$ cat config.mk
export PLATFORM = sky130hd
export DESIGN_NAME = two_way_lru_writeback_cache_tags
export DESIGN_NICKNAME = d
export VERILOG_FILES = /design/src/rtl/core/tlru_pkg.sv /design/src/rtl/core/tlru_ram.sv /design/src/rtl/core/two_way_lru_writeback_cache_tags.sv
export VERILOG_INCLUDE_DIRS = /design/src /design/src/rtl/core
export SDC_FILE = /design/constraint.sdc
export NUM_CORES = 2
export LEC_CHECK = 0
export BUFFER_PORTS_ARGS = -buffer_cell sky130_fd_sc_hd__buf_2
export CORE_ASPECT_RATIO = 0.75
export CORE_MARGIN = 3
export CORE_UTILIZATION = 55
export DETAILED_ROUTE_END_ITERATION = 10
export PLACE_DENSITY = 0.7
export SLEW_MARGIN = 20
export SYNTH_ARGS = -nofsm -noshare
export SYNTH_HDL_FRONTEND = slang
export SYNTH_SLANG_ARGS = --single-unit
$ cat constraint.sdc
create_clock -name aclk -period 17.8 [get_ports aclk]
set_input_delay 2.67 -clock aclk [delete_from_list [all_inputs] [get_ports aclk]]
set_output_delay 2.67 -clock aclk [all_outputs]
set_load 0.01 [all_outputs]
$ cat src/rtl/core/two_way_lru_writeback_cache_tags_defines.svh
// ----------------------------------------------------------------------------
// Assertion macros for the two-way LRU cache tag controller
// Clocked on aclk and disabled while aresetn is low.
// ----------------------------------------------------------------------------
`ifndef TWO_WAY_LRU_WRITEBACK_CACHE_TAGS_DEFINES_SVH
`define TWO_WAY_LRU_WRITEBACK_CACHE_TAGS_DEFINES_SVH

// Same-cycle implication
`define TLRU_ASSERT_IMP(name, ante, cons) \
    name: assert property (@(posedge aclk) disable iff (!aresetn) (ante) |-> (cons)) \
        else $error("tlru: same-cycle check failed");

// Next-cycle implication
`define TLRU_ASSERT_NXT(name, ante, cons) \
    name: assert property (@(posedge aclk) disable iff (!aresetn) (ante) |=> (cons)) \
        else $error("tlru: next-cycle check failed");

`endif

$ cat src/rtl/core/tlru_pkg.sv
// ----------------------------------------------------------------------------
// tlru_pkg
// Geometry, register codes, row layout and controller states of the cache tags.
// ----------------------------------------------------------------------------
`default_nettype none

package tlru_pkg;

    function automatic int floor_log2(input int v);
        int n;
        int x;
        n = 0;
        x = v;
        while (x > 1) begin
            x = x >> 1;
            n = n + 1;
        end
        return n;
    endfunction

    // geometry
    localparam int SET_COUNT  = 64;
    localparam int LINE_BYTES = 16;
    localparam int ADDR_WIDTH = 20;
    localparam int SET_BITS   = floor_log2(SET_COUNT);
    localparam int OFF_BITS   = floor_log2(LINE_BYTES);
    localparam int SET_ROWS   = 1 << SET_BITS;
    localparam int TAG_W      = ADDR_WIDTH - OFF_BITS - SET_BITS;

    // field widths
    localparam int FUNC_W     = 2;
    localparam int LINE_W     = 16;
    localparam int CYC_W      = 18;
    localparam int FLUSH_W    = 8;
    localparam int CNT_W      = 32;
    localparam int CFG_IDX_W  = 8;
    localparam int CFG_DATA_W = 10;
    localparam int MW_W       = 10;
    localparam int LT_W       = 8;
    localparam int CHK_W      = 6;
    localparam int XFER_W     = 11;

    // register indexes
    localparam logic [CFG_IDX_W-1:0] CFG_MEM_WAIT   = CFG_IDX_W'(0);
    localparam logic [CFG_IDX_W-1:0] CFG_LINE_XFER  = CFG_IDX_W'(1);
    localparam logic [CFG_IDX_W-1:0] CFG_HIT_CHECK  = CFG_IDX_W'(2);
    localparam logic [CFG_IDX_W-1:0] CFG_MISS_CHECK = CFG_IDX_W'(3);

    // register reset values
    localparam logic [MW_W-1:0]  MEM_WAIT_RST   = MW_W'(100);
    localparam logic [LT_W-1:0]  LINE_XFER_RST  = LT_W'(8);
    localparam logic [CHK_W-1:0] HIT_CHECK_RST  = CHK_W'(6);
    localparam logic [CHK_W-1:0] MISS_CHECK_RST = CHK_W'(4);

    // fixed costs
    localparam logic [CYC_W-1:0] ADDR_RX_CYCLES  = CYC_W'(2);
    localparam logic [CYC_W-1:0] RESPONSE_CYCLES = CYC_W'(1);

    // function codes
    localparam logic [FUNC_W-1:0] FUNC_READ_BYTE = FUNC_W'(0);
    localparam logic [FUNC_W-1:0] FUNC_READ_HALF = FUNC_W'(1);
    localparam logic [FUNC_W-1:0] FUNC_WRITE     = FUNC_W'(2);
    localparam logic [FUNC_W-1:0] FUNC_FLUSH     = FUNC_W'(3);

    // one set: both ways side by side
    typedef struct packed {
        logic [1:0][TAG_W-1:0] tag;
        logic [1:0]            valid;
        logic [1:0]            dirty;
        logic [1:0]            age;
    } row_t;

    localparam int ROW_W = $bits(row_t);

    typedef enum logic [2:0] {
        ST_IDLE,
        ST_LOOKUP,
        ST_FL_RD,
        ST_FL_WR,
        ST_FL_DONE
    } state_t;

endpackage

`default_nettype wire

$ cat src/rtl/core/tlru_ram.sv
// ----------------------------------------------------------------------------
// tlru_ram
// Simple dual-port RAM, one write and one read port, registered read data.
// ----------------------------------------------------------------------------
`default_nettype none

module tlru_ram #(
    parameter int WIDTH = 8,
    parameter int DEPTH = 16,
    localparam int AW   = $clog2(DEPTH)
) (
    input  wire logic             aclk,
    input  wire logic             we,
    input  wire logic [AW-1:0]    waddr,
    input  wire logic [WIDTH-1:0] wdata,
    input  wire logic             re,
    input  wire logic [AW-1:0]    raddr,
    output logic      [WIDTH-1:0] rdata
);

    logic [WIDTH-1:0] mem [DEPTH];
    logic [WIDTH-1:0] rdata_reg;

    always_ff @(posedge aclk) begin
        if (we) begin
            mem[waddr] <= wdata;
        end
        if (re) begin
            rdata_reg <= mem[raddr];
        end
    end

    assign rdata = rdata_reg;

endmodule

`default_nettype wire

$ cat src/rtl/core/two_way_lru_writeback_cache_tags.sv
// ----------------------------------------------------------------------------
// two_way_lru_writeback_cache_tags
// Tag controller of a two-way set-associative, write-back, write-allocate
// cache: tags, valid, dirty and LRU age bits, hit/miss counters, cost model.
// ----------------------------------------------------------------------------
// An access reads the set row (both ways) from the tag RAM on the accept
// beat; the lookup state then updates the row, writes it back and loads the
// result register once it is free. A flush starts with the accept beat, then
// each row is read and written back with its dirty lines dropped, and a
// final state loads the result. The tag RAM has one read and one write
// port. A new beat is taken while an earlier result is still waiting in the
// output register; the lookup then holds until that register is free. No
// clearing pass follows reset: a flip-flop per set marks rows that have been
// written, and an unmarked row reads as invalid, clean and oldest in both
// ways. Configuration beats are always accepted.
// ----------------------------------------------------------------------------
`default_nettype none
`include "two_way_lru_writeback_cache_tags_defines.svh"

module two_way_lru_writeback_cache_tags (
    input  wire logic                            aclk,
    input  wire logic                            aresetn,
    // configuration writes
    input  wire logic                            cfg_valid,
    output logic                                 cfg_ready,
    input  wire logic [tlru_pkg::CFG_IDX_W-1:0]  cfg_index,
    input  wire logic [tlru_pkg::CFG_DATA_W-1:0] cfg_data,
    // access beats
    input  wire logic                            s_valid,
    output logic                                 s_ready,
    input  wire logic [tlru_pkg::FUNC_W-1:0]     s_func,
    input  wire logic [tlru_pkg::ADDR_WIDTH-1:0] s_address,
    // result beats
    output logic                                 m_valid,
    input  wire logic                            m_ready,
    output logic                                 m_hit,
    output logic                                 m_way_used,
    output logic                                 m_wrote_back,
    output logic [tlru_pkg::LINE_W-1:0]          m_victim_line,
    output logic                                 m_filled,
    output logic [tlru_pkg::CYC_W-1:0]           m_access_cycles,
    output logic [tlru_pkg::FLUSH_W-1:0]         m_flushed_lines,
    output logic [tlru_pkg::CNT_W-1:0]           m_hit_total,
    output logic [tlru_pkg::CNT_W-1:0]           m_miss_total
);

    localparam int SET_BITS = tlru_pkg::SET_BITS;
    localparam int OFF_BITS = tlru_pkg::OFF_BITS;
    localparam int TAG_W    = tlru_pkg::TAG_W;
    localparam int CYC_W    = tlru_pkg::CYC_W;
    localparam int FLUSH_W  = tlru_pkg::FLUSH_W;
    localparam int CNT_W    = tlru_pkg::CNT_W;

    // ---------------------------------------------------------------- state
    tlru_pkg::state_t state_reg, state_next;

    logic [tlru_pkg::MW_W-1:0]  mem_wait_reg;
    logic [tlru_pkg::LT_W-1:0]  line_xfer_reg;
    logic [tlru_pkg::CHK_W-1:0] hit_check_reg;
    logic [tlru_pkg::CHK_W-1:0] miss_check_reg;

    logic [tlru_pkg::SET_ROWS-1:0] row_init_reg;   // row written since reset
    logic [CNT_W-1:0]              hit_count_reg;
    logic [CNT_W-1:0]              miss_count_reg;
    logic [SET_BITS-1:0]           flush_idx_reg;

    // held item
    logic [tlru_pkg::FUNC_W-1:0] func_reg;
    logic [SET_BITS-1:0]         set_reg;
    logic [TAG_W-1:0]            tag_reg;
    logic [CYC_W-1:0]            fl_cycles_reg;
    logic [FLUSH_W-1:0]          fl_count_reg;

    // result register
    logic                        m_valid_reg;
    logic                        m_hit_reg;
    logic                        m_way_reg;
    logic                        m_wrote_reg;
    logic [tlru_pkg::LINE_W-1:0] m_victim_reg;
    logic                        m_filled_reg;
    logic [CYC_W-1:0]            m_cycles_reg;
    logic [FLUSH_W-1:0]          m_flushed_reg;
    logic [CNT_W-1:0]            m_hit_total_reg;
    logic [CNT_W-1:0]            m_miss_total_reg;

    // ---------------------------------------------------------------- tag RAM
    logic                          ram_we;
    logic [SET_BITS-1:0]           ram_waddr;
    logic [tlru_pkg::ROW_W-1:0]    ram_wdata;
    logic                          ram_re;
    logic [SET_BITS-1:0]           ram_raddr;
    logic [tlru_pkg::ROW_W-1:0]    ram_rdata;

    tlru_ram #(
        .WIDTH (tlru_pkg::ROW_W),
        .DEPTH (tlru_pkg::SET_ROWS)
    ) u_tag_ram (
        .aclk  (aclk),
        .we    (ram_we),
        .waddr (ram_waddr),
        .wdata (ram_wdata),
        .re    (ram_re),
        .raddr (ram_raddr),
        .rdata (ram_rdata)
    );

    // ---------------------------------------------------------------- row view
    // The row being worked on is set_reg in a lookup and flush_idx_reg in a
    // flush. An unwritten row shows its reset contents; its tags are unseen.
    logic [SET_BITS-1:0] row_idx;
    tlru_pkg::row_t      ram_row;
    tlru_pkg::row_t      cur_row;

    assign row_idx = (state_reg == tlru_pkg::ST_LOOKUP) ? set_reg : flush_idx_reg;
    assign ram_row = tlru_pkg::row_t'(ram_rdata);

    always_comb begin
        cur_row = ram_row;
        if (!row_init_reg[row_idx]) begin
            cur_row.valid = 2'b00;
            cur_row.dirty = 2'b00;
            cur_row.age   = 2'b11;
        end
    end

    // one line transfer: request beat, memory wait, bus burst
    logic [tlru_pkg::XFER_W-1:0] xfer_cycles;
    assign xfer_cycles = tlru_pkg::XFER_W'(1) + tlru_pkg::XFER_W'(mem_wait_reg)
                       + tlru_pkg::XFER_W'(line_xfer_reg);

    // ---------------------------------------------------------------- lookup
    logic           hit0, hit1, look_hit, look_way, look_wrote;
    tlru_pkg::row_t look_row;
    logic [CYC_W-1:0] look_cycles;

    always_comb begin
        look_row   = cur_row;
        hit0       = cur_row.valid[0] && (cur_row.tag[0] == tag_reg);
        hit1       = cur_row.valid[1] && (cur_row.tag[1] == tag_reg);
        look_hit   = hit0 || hit1;
        look_way   = 1'b0;
        look_wrote = 1'b0;
        if (look_hit) begin
            look_way = !hit0;
            // ages only move when the other line is present
            if (cur_row.valid[~look_way]) begin
                look_row.age[look_way]  = 1'b0;
                look_row.age[~look_way] = 1'b1;
            end
        end else begin
            // victim: an invalid way first, else the older one, way 1 on a tie
            if (cur_row.valid[0] && cur_row.valid[1]) begin
                look_way = !(cur_row.age[0] && !cur_row.age[1]);
            end else begin
                look_way = cur_row.valid[0];
            end
            look_wrote = cur_row.valid[look_way] && cur_row.dirty[look_way];
            look_row.age             = 2'b11;
            look_row.age[look_way]   = 1'b0;
            look_row.tag[look_way]   = tag_reg;
            look_row.valid[look_way] = 1'b1;
            look_row.dirty[look_way] = 1'b0;
        end
        if (func_reg == tlru_pkg::FUNC_WRITE) begin
            look_row.dirty[look_way] = 1'b1;
        end
    end

    always_comb begin
        look_cycles = tlru_pkg::ADDR_RX_CYCLES + tlru_pkg::RESPONSE_CYCLES;
        if (look_hit) begin
            look_cycles = look_cycles + CYC_W'(hit_check_reg);
        end else begin
            look_cycles = look_cycles + CYC_W'(miss_check_reg) + CYC_W'(xfer_cycles);
            if (look_wrote) begin
                look_cycles = look_cycles + CYC_W'(xfer_cycles);
            end
        end
    end

    // ---------------------------------------------------------------- flush row
    tlru_pkg::row_t   fl_row;
    logic [1:0]       fl_drop;
    logic [CYC_W-1:0] fl_cost;

    always_comb begin
        fl_row  = cur_row;
        fl_drop = cur_row.valid & cur_row.dirty;
        for (int w = 0; w < 2; w++) begin
            if (fl_drop[w]) begin
                fl_row.valid[w] = 1'b0;
                fl_row.dirty[w] = 1'b0;
                fl_row.age[w]   = 1'b1;
            end
        end
        case (fl_drop)
            2'b11:        fl_cost = CYC_W'(xfer_cycles) << 1;
            2'b01, 2'b10: fl_cost = CYC_W'(xfer_cycles);
            default:      fl_cost = '0;
        endcase
    end

    // ---------------------------------------------------------------- control
    logic out_free;
    logic load_look;
    logic load_flush;
    logic s_accept;
    logic fl_last;

    assign out_free = !m_valid_reg || m_ready;
    assign s_accept = s_valid && s_ready;
    assign fl_last  = (flush_idx_reg == SET_BITS'(tlru_pkg::SET_ROWS - 1));

    always_comb begin
        state_next = state_reg;
        case (state_reg)
            tlru_pkg::ST_IDLE: begin
                if (s_valid) begin
                    state_next = (s_func == tlru_pkg::FUNC_FLUSH) ? tlru_pkg::ST_FL_RD
                                                                  : tlru_pkg::ST_LOOKUP;
                end
            end
            tlru_pkg::ST_LOOKUP: begin
                if (out_free) begin
                    state_next = tlru_pkg::ST_IDLE;
                end
            end
            tlru_pkg::ST_FL_RD: begin
                state_next = tlru_pkg::ST_FL_WR;
            end
            tlru_pkg::ST_FL_WR: begin
                state_next = fl_last ? tlru_pkg::ST_FL_DONE : tlru_pkg::ST_FL_RD;
            end
            tlru_pkg::ST_FL_DONE: begin
                if (out_free) begin
                    state_next = tlru_pkg::ST_IDLE;
                end
            end
            default: begin
                state_next = tlru_pkg::ST_IDLE;
            end
        endcase
    end

    always_comb begin
        s_ready    = 1'b0;
        ram_re     = 1'b0;
        ram_raddr  = s_address[OFF_BITS +: SET_BITS];
        ram_we     = 1'b0;
        ram_waddr  = set_reg;
        ram_wdata  = look_row;
        load_look  = 1'b0;
        load_flush = 1'b0;
        case (state_reg)
            tlru_pkg::ST_IDLE: begin
                s_ready = 1'b1;
                ram_re  = s_valid;
            end
            tlru_pkg::ST_LOOKUP: begin
                ram_we    = out_free;
                load_look = out_free;
            end
            tlru_pkg::ST_FL_RD: begin
                ram_re    = 1'b1;
                ram_raddr = flush_idx_reg;
            end
            tlru_pkg::ST_FL_WR: begin
                ram_we    = 1'b1;
                ram_waddr = flush_idx_reg;
                ram_wdata = fl_row;
            end
            tlru_pkg::ST_FL_DONE: begin
                load_flush = out_free;
            end
            default: begin
                s_ready = 1'b0;
            end
        endcase
    end

    assign cfg_ready = 1'b1;

    // ---------------------------------------------------------------- registers
    always_ff @(posedge aclk) begin
        if (!aresetn) begin
            state_reg      <= tlru_pkg::ST_IDLE;
            m_valid_reg    <= 1'b0;
            row_init_reg   <= '0;
            hit_count_reg  <= '0;
            miss_count_reg <= '0;
            flush_idx_reg  <= '0;
            mem_wait_reg   <= tlru_pkg::MEM_WAIT_RST;
            line_xfer_reg  <= tlru_pkg::LINE_XFER_RST;
            hit_check_reg  <= tlru_pkg::HIT_CHECK_RST;
            miss_check_reg <= tlru_pkg::MISS_CHECK_RST;
        end else begin
            state_reg <= state_next;

            if (load_look || load_flush) begin
                m_valid_reg <= 1'b1;
            end else if (m_ready) begin
                m_valid_reg <= 1'b0;
            end

            if (load_look) begin
                row_init_reg[set_reg] <= 1'b1;
                if (look_hit) begin
                    hit_count_reg <= hit_count_reg + CNT_W'(1);
                end else begin
                    miss_count_reg <= miss_count_reg + CNT_W'(1);
                end
            end

            if (state_reg == tlru_pkg::ST_FL_WR) begin
                row_init_reg[flush_idx_reg] <= 1'b1;
                flush_idx_reg               <= flush_idx_reg + SET_BITS'(1);
            end

            if (cfg_valid && cfg_ready) begin
                case (cfg_index)
                    tlru_pkg::CFG_MEM_WAIT:   mem_wait_reg   <= cfg_data[tlru_pkg::MW_W-1:0];
                    tlru_pkg::CFG_LINE_XFER:  line_xfer_reg  <= cfg_data[tlru_pkg::LT_W-1:0];
                    tlru_pkg::CFG_HIT_CHECK:  hit_check_reg  <= cfg_data[tlru_pkg::CHK_W-1:0];
                    tlru_pkg::CFG_MISS_CHECK: miss_check_reg <= cfg_data[tlru_pkg::CHK_W-1:0];
                    default: begin
                    end
                endcase
            end
        end
    end

    // payload, no reset
    always_ff @(posedge aclk) begin
        if (s_accept) begin
            func_reg      <= s_func;
            set_reg       <= s_address[OFF_BITS +: SET_BITS];
            tag_reg       <= s_address[OFF_BITS + SET_BITS +: TAG_W];
            fl_cycles_reg <= '0;
            fl_count_reg  <= '0;
        end

        if (state_reg == tlru_pkg::ST_FL_WR) begin
            fl_cycles_reg <= fl_cycles_reg + fl_cost;
            fl_count_reg  <= fl_count_reg + FLUSH_W'(fl_drop[0]) + FLUSH_W'(fl_drop[1]);
        end

        if (load_look) begin
            m_hit_reg     <= look_hit;
            m_way_reg     <= look_way;
            m_wrote_reg   <= look_wrote;
            m_victim_reg  <= look_wrote
                           ? tlru_pkg::LINE_W'({cur_row.tag[look_way], set_reg}) : '0;
            m_filled_reg  <= !look_hit;
            m_cycles_reg  <= look_cycles;
            m_flushed_reg <= '0;
            m_hit_total_reg  <= look_hit ? hit_count_reg + CNT_W'(1) : hit_count_reg;
            m_miss_total_reg <= look_hit ? miss_count_reg : miss_count_reg + CNT_W'(1);
        end else if (load_flush) begin
            m_hit_reg        <= 1'b0;
            m_way_reg        <= 1'b0;
            m_wrote_reg      <= 1'b0;
            m_victim_reg     <= '0;
            m_filled_reg     <= 1'b0;
            m_cycles_reg     <= fl_cycles_reg;
            m_flushed_reg    <= fl_count_reg;
            m_hit_total_reg  <= hit_count_reg;
            m_miss_total_reg <= miss_count_reg;
        end
    end

    assign m_valid         = m_valid_reg;
    assign m_hit           = m_hit_reg;
    assign m_way_used      = m_way_reg;
    assign m_wrote_back    = m_wrote_reg;
    assign m_victim_line   = m_victim_reg;
    assign m_filled        = m_filled_reg;
    assign m_access_cycles = m_cycles_reg;
    assign m_flushed_lines = m_flushed_reg;
    assign m_hit_total     = m_hit_total_reg;
    assign m_miss_total    = m_miss_total_reg;

    // ---------------------------------------------------------------- checks
    logic st_lookup;
    logic st_fl_rd;
    logic st_fl_wr;

    assign st_lookup = (state_reg == tlru_pkg::ST_LOOKUP);
    assign st_fl_rd  = (state_reg == tlru_pkg::ST_FL_RD);
    assign st_fl_wr  = (state_reg == tlru_pkg::ST_FL_WR);

    // tag RAM is only written by a lookup or a flush write-back step
    `TLRU_ASSERT_IMP(a_ram_we_state, ram_we, st_lookup || st_fl_wr)
    // an accepted beat always starts a lookup or a flush walk
    `TLRU_ASSERT_NXT(a_accept_starts, s_accept, st_lookup || st_fl_rd)
    // a fill only ever follows a miss
    `TLRU_ASSERT_IMP(a_fill_on_miss, m_valid_reg && m_filled_reg, !m_hit_reg)
    // a write-back only happens on the way to a fill
    `TLRU_ASSERT_IMP(a_wb_with_fill, m_valid_reg && m_wrote_reg, m_filled_reg)
    // a flush cannot drop more lines than the cache holds
    `TLRU_ASSERT_IMP(a_flush_bound, m_valid_reg, m_flushed_reg <= FLUSH_W'(2 * tlru_pkg::SET_ROWS))

endmodule

`default_nettype wire
# --- Word level (Yosys, flattened, before mapping) ---
# Memories as Yosys holds them, arrays and structs flattened. A register that Yosys moved wholly into a read port is not among the register bits.
# Cells that the tools add are included.
totals:
  ram_bits: 1664
  mem_bits_ro: 0
  mem_count: 1
  latchBits: 0
  input_bits: 45
  reg_bits: 322
op_classes:
  n_bitwise: 10
  n_reduce_logical: 32
  shift: 0
  div_mod_pow: 0
  muxes: 84
  multipliers: 0
  eq_ne: 17
  order_cmp: 13
  add_sub_neg: 12
memory_table:
  columns: ["name", "depth", "word_bits", "rd", "rd_clocked_by_memory_dff", "write_ports", "line_no", "text"]
  rows:
  - ["u_tag_ram.mem", 64, 26, 1, 1, 1, "tlru_ram.sv:21", "logic [WIDTH-1:0] mem [DEPTH];"]
ops:
  columns: ["cell", "count"]
  rows:
  - ["32-bit two-way mux", 6]
  - ["64-bit two-way mux", 3]
  - ["64-bit OR", 2]
  - ["18-bit two-way mux", 4]
  - ["32-bit by 1-bit adder with 32-bit output (second input constant)", 2]
  - ["16-bit two-way mux", 3]
  - ["1-bit two-way mux", 35]
  - ["10-bit two-way mux", 3]
  - ["13-bit two-way mux", 2]
  - ["26-bit two-way mux", 1]
  - ["24-bit two-way mux", 1]
  - ["6-bit two-way mux", 4]
  - ["12-bit one-hot mux with 2 select lines", 1]
  - ["6-bit by 7-bit < comparator with 1-bit output (second input constant)", 3]
  - ["20-bit bitwise mux", 1]
  - ["10-bit equality test", 2]
  - ["18-bit adder", 1]
  - ["8-bit by 1-bit adder with 8-bit output", 2]
  - ["8-bit by 2-bit equality test with 1-bit output (second input constant)", 2]
  - ["8-bit two-way mux", 2]
  - ["2-bit by 6-bit adder with 7-bit output (first input constant)", 2]
  - ["12-bit by 11-bit adder with 13-bit output", 1]
  - ["7-bit by 11-bit adder with 12-bit output", 1]
  - ["1-bit demux with 6-bit select", 2]
  - ["other kinds (33)", 82]

# --- Logic depth before layout (Yosys ltp) ---
logic_depth:
  word_depth: 20
  depth_mapped: 26
  depth_no_buf: 23

# --- By module ---
# Synthesis repeated with hierarchy kept, for this count alone.
hier_totals:
  cells_unflattened: 4549
  area_unflattened_um2: 81323.0
modules_own_cells:
  columns: ["module", "area_each_um2", "instances", "cells_per_inst"]
  rows:
  - ["tlru_ram", 64443.1, 1, 2841]
  - ["two_way_lru_writeback_cache_tags", 16879.9, 1, 1708]

# --- Worst setup path before layout ---
# OpenSTA, ideal clock, no wires.
synth_timing:
  kind: "input to register"
  startpoint: "input m_ready"
  endpoint: "register m_cycles_reg[0], in the netlist m_access_cycles[0] (enable)"
  t_arrival_ps: 5292
  required_ps: 16862
  setup_ps: 938
  path_buffers: 2
  cell_stages: 5
  path_slack_ps: 11571
  path_cell_list: "nand2b_1 > nand2_1 > clkbuf_1 > clkbuf_1 > nand2_1"
synth_between:
  elab_chain_len: 3
synth_lines:
  columns: ["item", "line_no", "text"]
  rows:
  - ["from (decl)", "two_way_lru_writeback_cache_tags.sv:35", "input wire logic m_ready,"]
  - ["1-bit logical OR (*)", "two_way_lru_writeback_cache_tags.sv:210", "assign out_free = !m_valid_reg || m_ready;"]
  - ["1-bit two-way mux", "two_way_lru_writeback_cache_tags.sv:254", "case (state_reg)"]
  - ["2-bit nonzero test (no source line) (*)", null, null]
  - ["to (signal assigned)", "two_way_lru_writeback_cache_tags.sv:354", "m_cycles_reg <= look_cycles;"]
  - ["to (signal assigned)", "two_way_lru_writeback_cache_tags.sv:364", "m_cycles_reg <= fl_cycles_reg;"]
  - ["to (decl)", "two_way_lru_writeback_cache_tags.sv:81", "logic [CYC_W-1:0] m_cycles_reg;"]
# Mark *: on every way between the ends. The rest lies on a longest branch, timed or not.
# A chain may end at the register's enable or synchronous reset.

# --- Worst setup path in the final report ---
layout_timing:
  startpoint: "register state_reg[0]"
  endpoint: "register fl_cycles_reg[11] (data pin)"
layout_between:
  elab_chain_len: 11
layout_lines:
  columns: ["item", "line_no", "text"]
  rows:
  - ["from (decl)", "two_way_lru_writeback_cache_tags.sv:55", "tlru_pkg::state_t state_reg, state_next;"]
  - ["from (signal assigned)", "two_way_lru_writeback_cache_tags.sv:286", "state_reg <= tlru_pkg::ST_IDLE;"]
  - ["from (signal assigned)", "two_way_lru_writeback_cache_tags.sv:297", "state_reg <= state_next;"]
  - ["3-bit by 1-bit equality test with 1-bit output", "two_way_lru_writeback_cache_tags.sv:114", "assign row_idx = (state_reg == tlru_pkg::ST_LOOKUP) ? set_reg : flush_idx_reg;"]
  - ["6-bit two-way mux", "two_way_lru_writeback_cache_tags.sv:114", null]
  - ["1-bit binary-select mux with 6-bit select", "two_way_lru_writeback_cache_tags.sv:119", "if (!row_init_reg[row_idx]) begin"]
  - ["1-bit two-way mux (implied by the code)", "two_way_lru_writeback_cache_tags.sv:119", null]
  - ["6-bit two-way mux", "two_way_lru_writeback_cache_tags.sv:119", null]
  - ["2-bit AND", "two_way_lru_writeback_cache_tags.sv:188", "fl_drop = cur_row.valid & cur_row.dirty;"]
  - ["2-bit by 1-bit equality test with 1-bit output / 2-bit equality test (equally long branches)", "two_way_lru_writeback_cache_tags.sv:196", "case (fl_drop)"]
  - ["2-bit OR reduction", "two_way_lru_writeback_cache_tags.sv:196", null]
  - ["12-bit one-hot mux with 2 select lines", "two_way_lru_writeback_cache_tags.sv:196", null]
  - ["18-bit adder", "two_way_lru_writeback_cache_tags.sv:343", "fl_cycles_reg <= fl_cycles_reg + fl_cost;"]
  - ["18-bit two-way mux (*)", "two_way_lru_writeback_cache_tags.sv:342", "if (state_reg == tlru_pkg::ST_FL_WR) begin"]
  - ["to (signal assigned)", "two_way_lru_writeback_cache_tags.sv:343", null]
  - ["to (decl)", "two_way_lru_writeback_cache_tags.sv:71", "logic [CYC_W-1:0] fl_cycles_reg;"]
# Mark *: on every way between the ends. The rest lies on a longest branch, timed or not. The select of a mux whose other input is x is not followed.

==> flow_summary_export.csv <==
group,metric,value,unit
routing,vias_per_cell,6.406,
timing,setup_slack,10.84,ns
placement,dp_hpwl,112100,um
synth,synth-seq-cells,2012,
critical_path,worst_setup_path_start_kind,"flop",
synth,netlist_area,81450,um2
routing,vias,44720,
routing,wl,196800,um
critical_path,crit_slowest_cell,"mux2i_1",
placement,dp_slack,10.21,ns
timing,finClkSkew,0.03846,ns
synth,avgSynthCellArea,17.56,um2
critical_path,r2r-end,"fl_cycles_reg[11]",
critical_path,crit_path_frequent_cell,"a21oi_1",
grt,grt_pass1_vias,43860,
critical_path,max_stage_delay,0.93,ns
grt,grt.total_usage,0.2577,
grt,antenna_found_initial,5,
flow_run,max-cap-violations,0,
grt,grt_max_degree,136,
floorplanning,dieArea,152800,um2
cts,h-tree-depth,4,
cts,cts_resized,0,
hold_path,worstHoldEndpoint,"row_init_reg[32]",
synth,synth.most_common_cell,"edfxtp_1",
timing,fin_crit,6.955,ns
critical_path,crit_required,18.35,ns
layout,syn2layout_area_growth,11.90,%
placement,numPortBuffers,152,
timing,slew_viol_final,0,
floorplanning,coreArea,146100,um2
timing,rsz0062_at_grt,"no",
routing,drc_errors,0,
timing,tns,0,ns
timing,clock.fmax,0.1438,GHz
synth,post-synth-top-area-cell,"edfxtp_1",
timing,worstMarginPinSlew,1.225,ns
timing,max_slew_margin,0.1766,
synth,ys_seq_area_frac,0.7202,
critical_path,cp.arrival,7.50,ns
cts,clock_sinks,2012,
layout,final_area,91140,um2
critical_path,startpoint,"state_reg[0]",
placement,gp_congestion,0.8937,
layout,drive_above_1_share,0.2227,
layout,nets,4955,
floorplanning,core.rowCount,121,
critical_path,crit_chain,"nor3b_1 > mux2i_1 > a211oi_1 > o32ai_1 > a221oi_2 > nand4_2 > nand4_4 > xnor2_1 > o22a_1 > inv_1 > ha_1 > a21o_1 > a21oi_1 > o21ai_0 > a21oi_1 > nor2b_1 > o21a_1 > o31a_1 > o41ai_1 > buf_4 > xor2_1 > nor2_1",
synth,synth-edff-count,1836,
critical_path,worstSetupEndpointType,"flop",
routing,first_pass_iters,6,
critical_path,rr_startpoint,"state_reg[0]",
critical_path,worstRegToRegCells,22,
floorplanning,initial_core_util,0.5575,
hold_path,hold_depth,2,
grt,grt_pass1_wl,291000,um
critical_path,regToRegSetupSlack,10.84,ns
cts,cts_root_buffer,"clkbuf_16",
cts,post_cts_buffers,0,
layout,largest_reg_flops,1664,
synth,ys_types,83,
layout,stdcell_count,6981,
routing,ant_nets,0,
routing,drt_iter0_markers,5651,
timing,hold_viol_final,0,
placement,dp.cells,6640,
synth,synthCells,4638,
cts,worstSkewPairLatency,0.82,ns
run_status,status,"complete, no violations",
routing,post_drt_wl_per_cell,28.19,um
power,ir_drop,96.68,uV
hold_path,hp-class,"reg2reg",
critical_path,critical_path_class,"reg2reg",
synth,synth_area_leaders,"edfxtp_1 (68%), mux4_2 (12%), dfxtp_1 (4.3%)",
cts,tritoncts,"done",
hold_path,min_from,"row_init_reg[32]",
floorplanning,die_w,450.4,um
layout,nFillCells,10180,
floorplanning,fp.dieH,339.3,um
synth,synth_ff_type,"edfxtp_1",
synth,async_flop_share,0,
layout,final_core_util,0.6238,
cts,cts_buffers,179,
cts,clk_pin_slew,0.07,ns
power,power,10.18,mW
cts,hold_buffers,0,
timing,fin_hold_ws,0.4768,ns
cts,cts_buffer_depth,3,
critical_path,path_max_fanout,18,
synth,yosysTopAreaCellShare,0.6769,
power,p_per_area,111.7,nW/um2
synth,yosys_warnings,0,
floorplanning,num_io_pins,158,
synth,synth_commonest_cells,"edfxtp_1 (1836), mux4_2 (416), nand2_1 (317)",
placement,placed_cell_area,85230,um2
grt,grt_remaining_overflow,0,
timing,fin_crit_sh,0.3907,
power,power.leakage,29.71,nW
synth,synth_fp_nets,4735,
timing,finalSetupViolations,0,
[worst max-delay path, delay by kind of cell, from the launching register on]
family,cells,cell delay [ns]
XOR/XNOR,2,0.77
buffers and inverters,2,0.28
AND/OR/NAND/NOR,5,1.19
AO/OA/AOI/OAI,11,2.62
adder cells (fa/ha/maj),1,0.27
flip-flops,1,0.62
multiplexers,1,0.93
[power by group]
part / internal [mW] / switching, mW
Sequential: 5.35 / 0.0386
Clock: 2.15 / 1.70
Combinational: 0.298 / 0.649
[layer usage]
| metal | routed length, um | up-vias | GRT usage |
|---|---|---|---|
| li1 | - | 18980 | - |
| met2 | 89760 | 2308 | 0.3837 |
| met5 | 12 | - | 0 |
| met4 | 5856 | 2 | 0.08414 |
| met3 | 20240 | 336 | 0.05965 |
| met1 | 80950 | 23100 | 0.3809 |
[cells in the final DEF (no fill, tap or decap), types with 53 or more instances in the layout]
cell	netlist	final
inv_1	61	61
buf_4	4	134
and2_1	167	167
a311oi_1	56	56
nor2_1	268	203
xnor2_1	72	72
nand2_1	317	315
a21oi_1	97	97
a221oi_1	62	62
mux4_2	416	416
dfxtp_1	176	176
clkbuf_1	177	53
clkbuf_16	0	185
nand3_1	61	60
a211oi_1	150	148
buf_2	56	152
edfxtp_1	1836	1836
mux2i_1	115	109
a31oi_1	59	59
[kinds of logic (layout without fill, tap and decap cells)]
kind of cell | count (synthesis) | count (layout) | share of synthesized area
fa+ha+maj | 53 | 53 | 0.008495
compound gates | 548 | 548 | 0.04784
mux | 561 | 561 | 0.1333
xor+xnor | 125 | 125 | 0.01361
flops | 2012 | 2012 | 0.7202
simple gates | 1013 | 1013 | 0.06016
other cells | 1 | 3 | 0.00004604
buf+inv | 325 | 698 | 0.01639
[area by class of cell]
type,instances,area [um2],area share
clock inverters,93,902.1,0.009898
multi-input cells,2301,21900,0.2402
inverters,63,236.5,0.002595
repair buffers,301,2113,0.02319
well taps,1968,2462,0.02702
diodes,2,5.005,0.00005491
flip-flops and latches,2012,58660,0.6436
clock buffers,241,4870,0.05343
[worst max path at each step]
stage                          endpoint  slack (ns)
global placement    u_tag_ram.rdata[14]       10.22
CTS                 u_tag_ram.rdata[14]       11.08
floorplan            m_access_cycles[0]       11.57
finish                fl_cycles_reg[11]       10.84
detailed placement  u_tag_ram.rdata[14]       10.21
global route          fl_cycles_reg[11]       10.50
No activity file was read; power rests on OpenSTA's default activity.
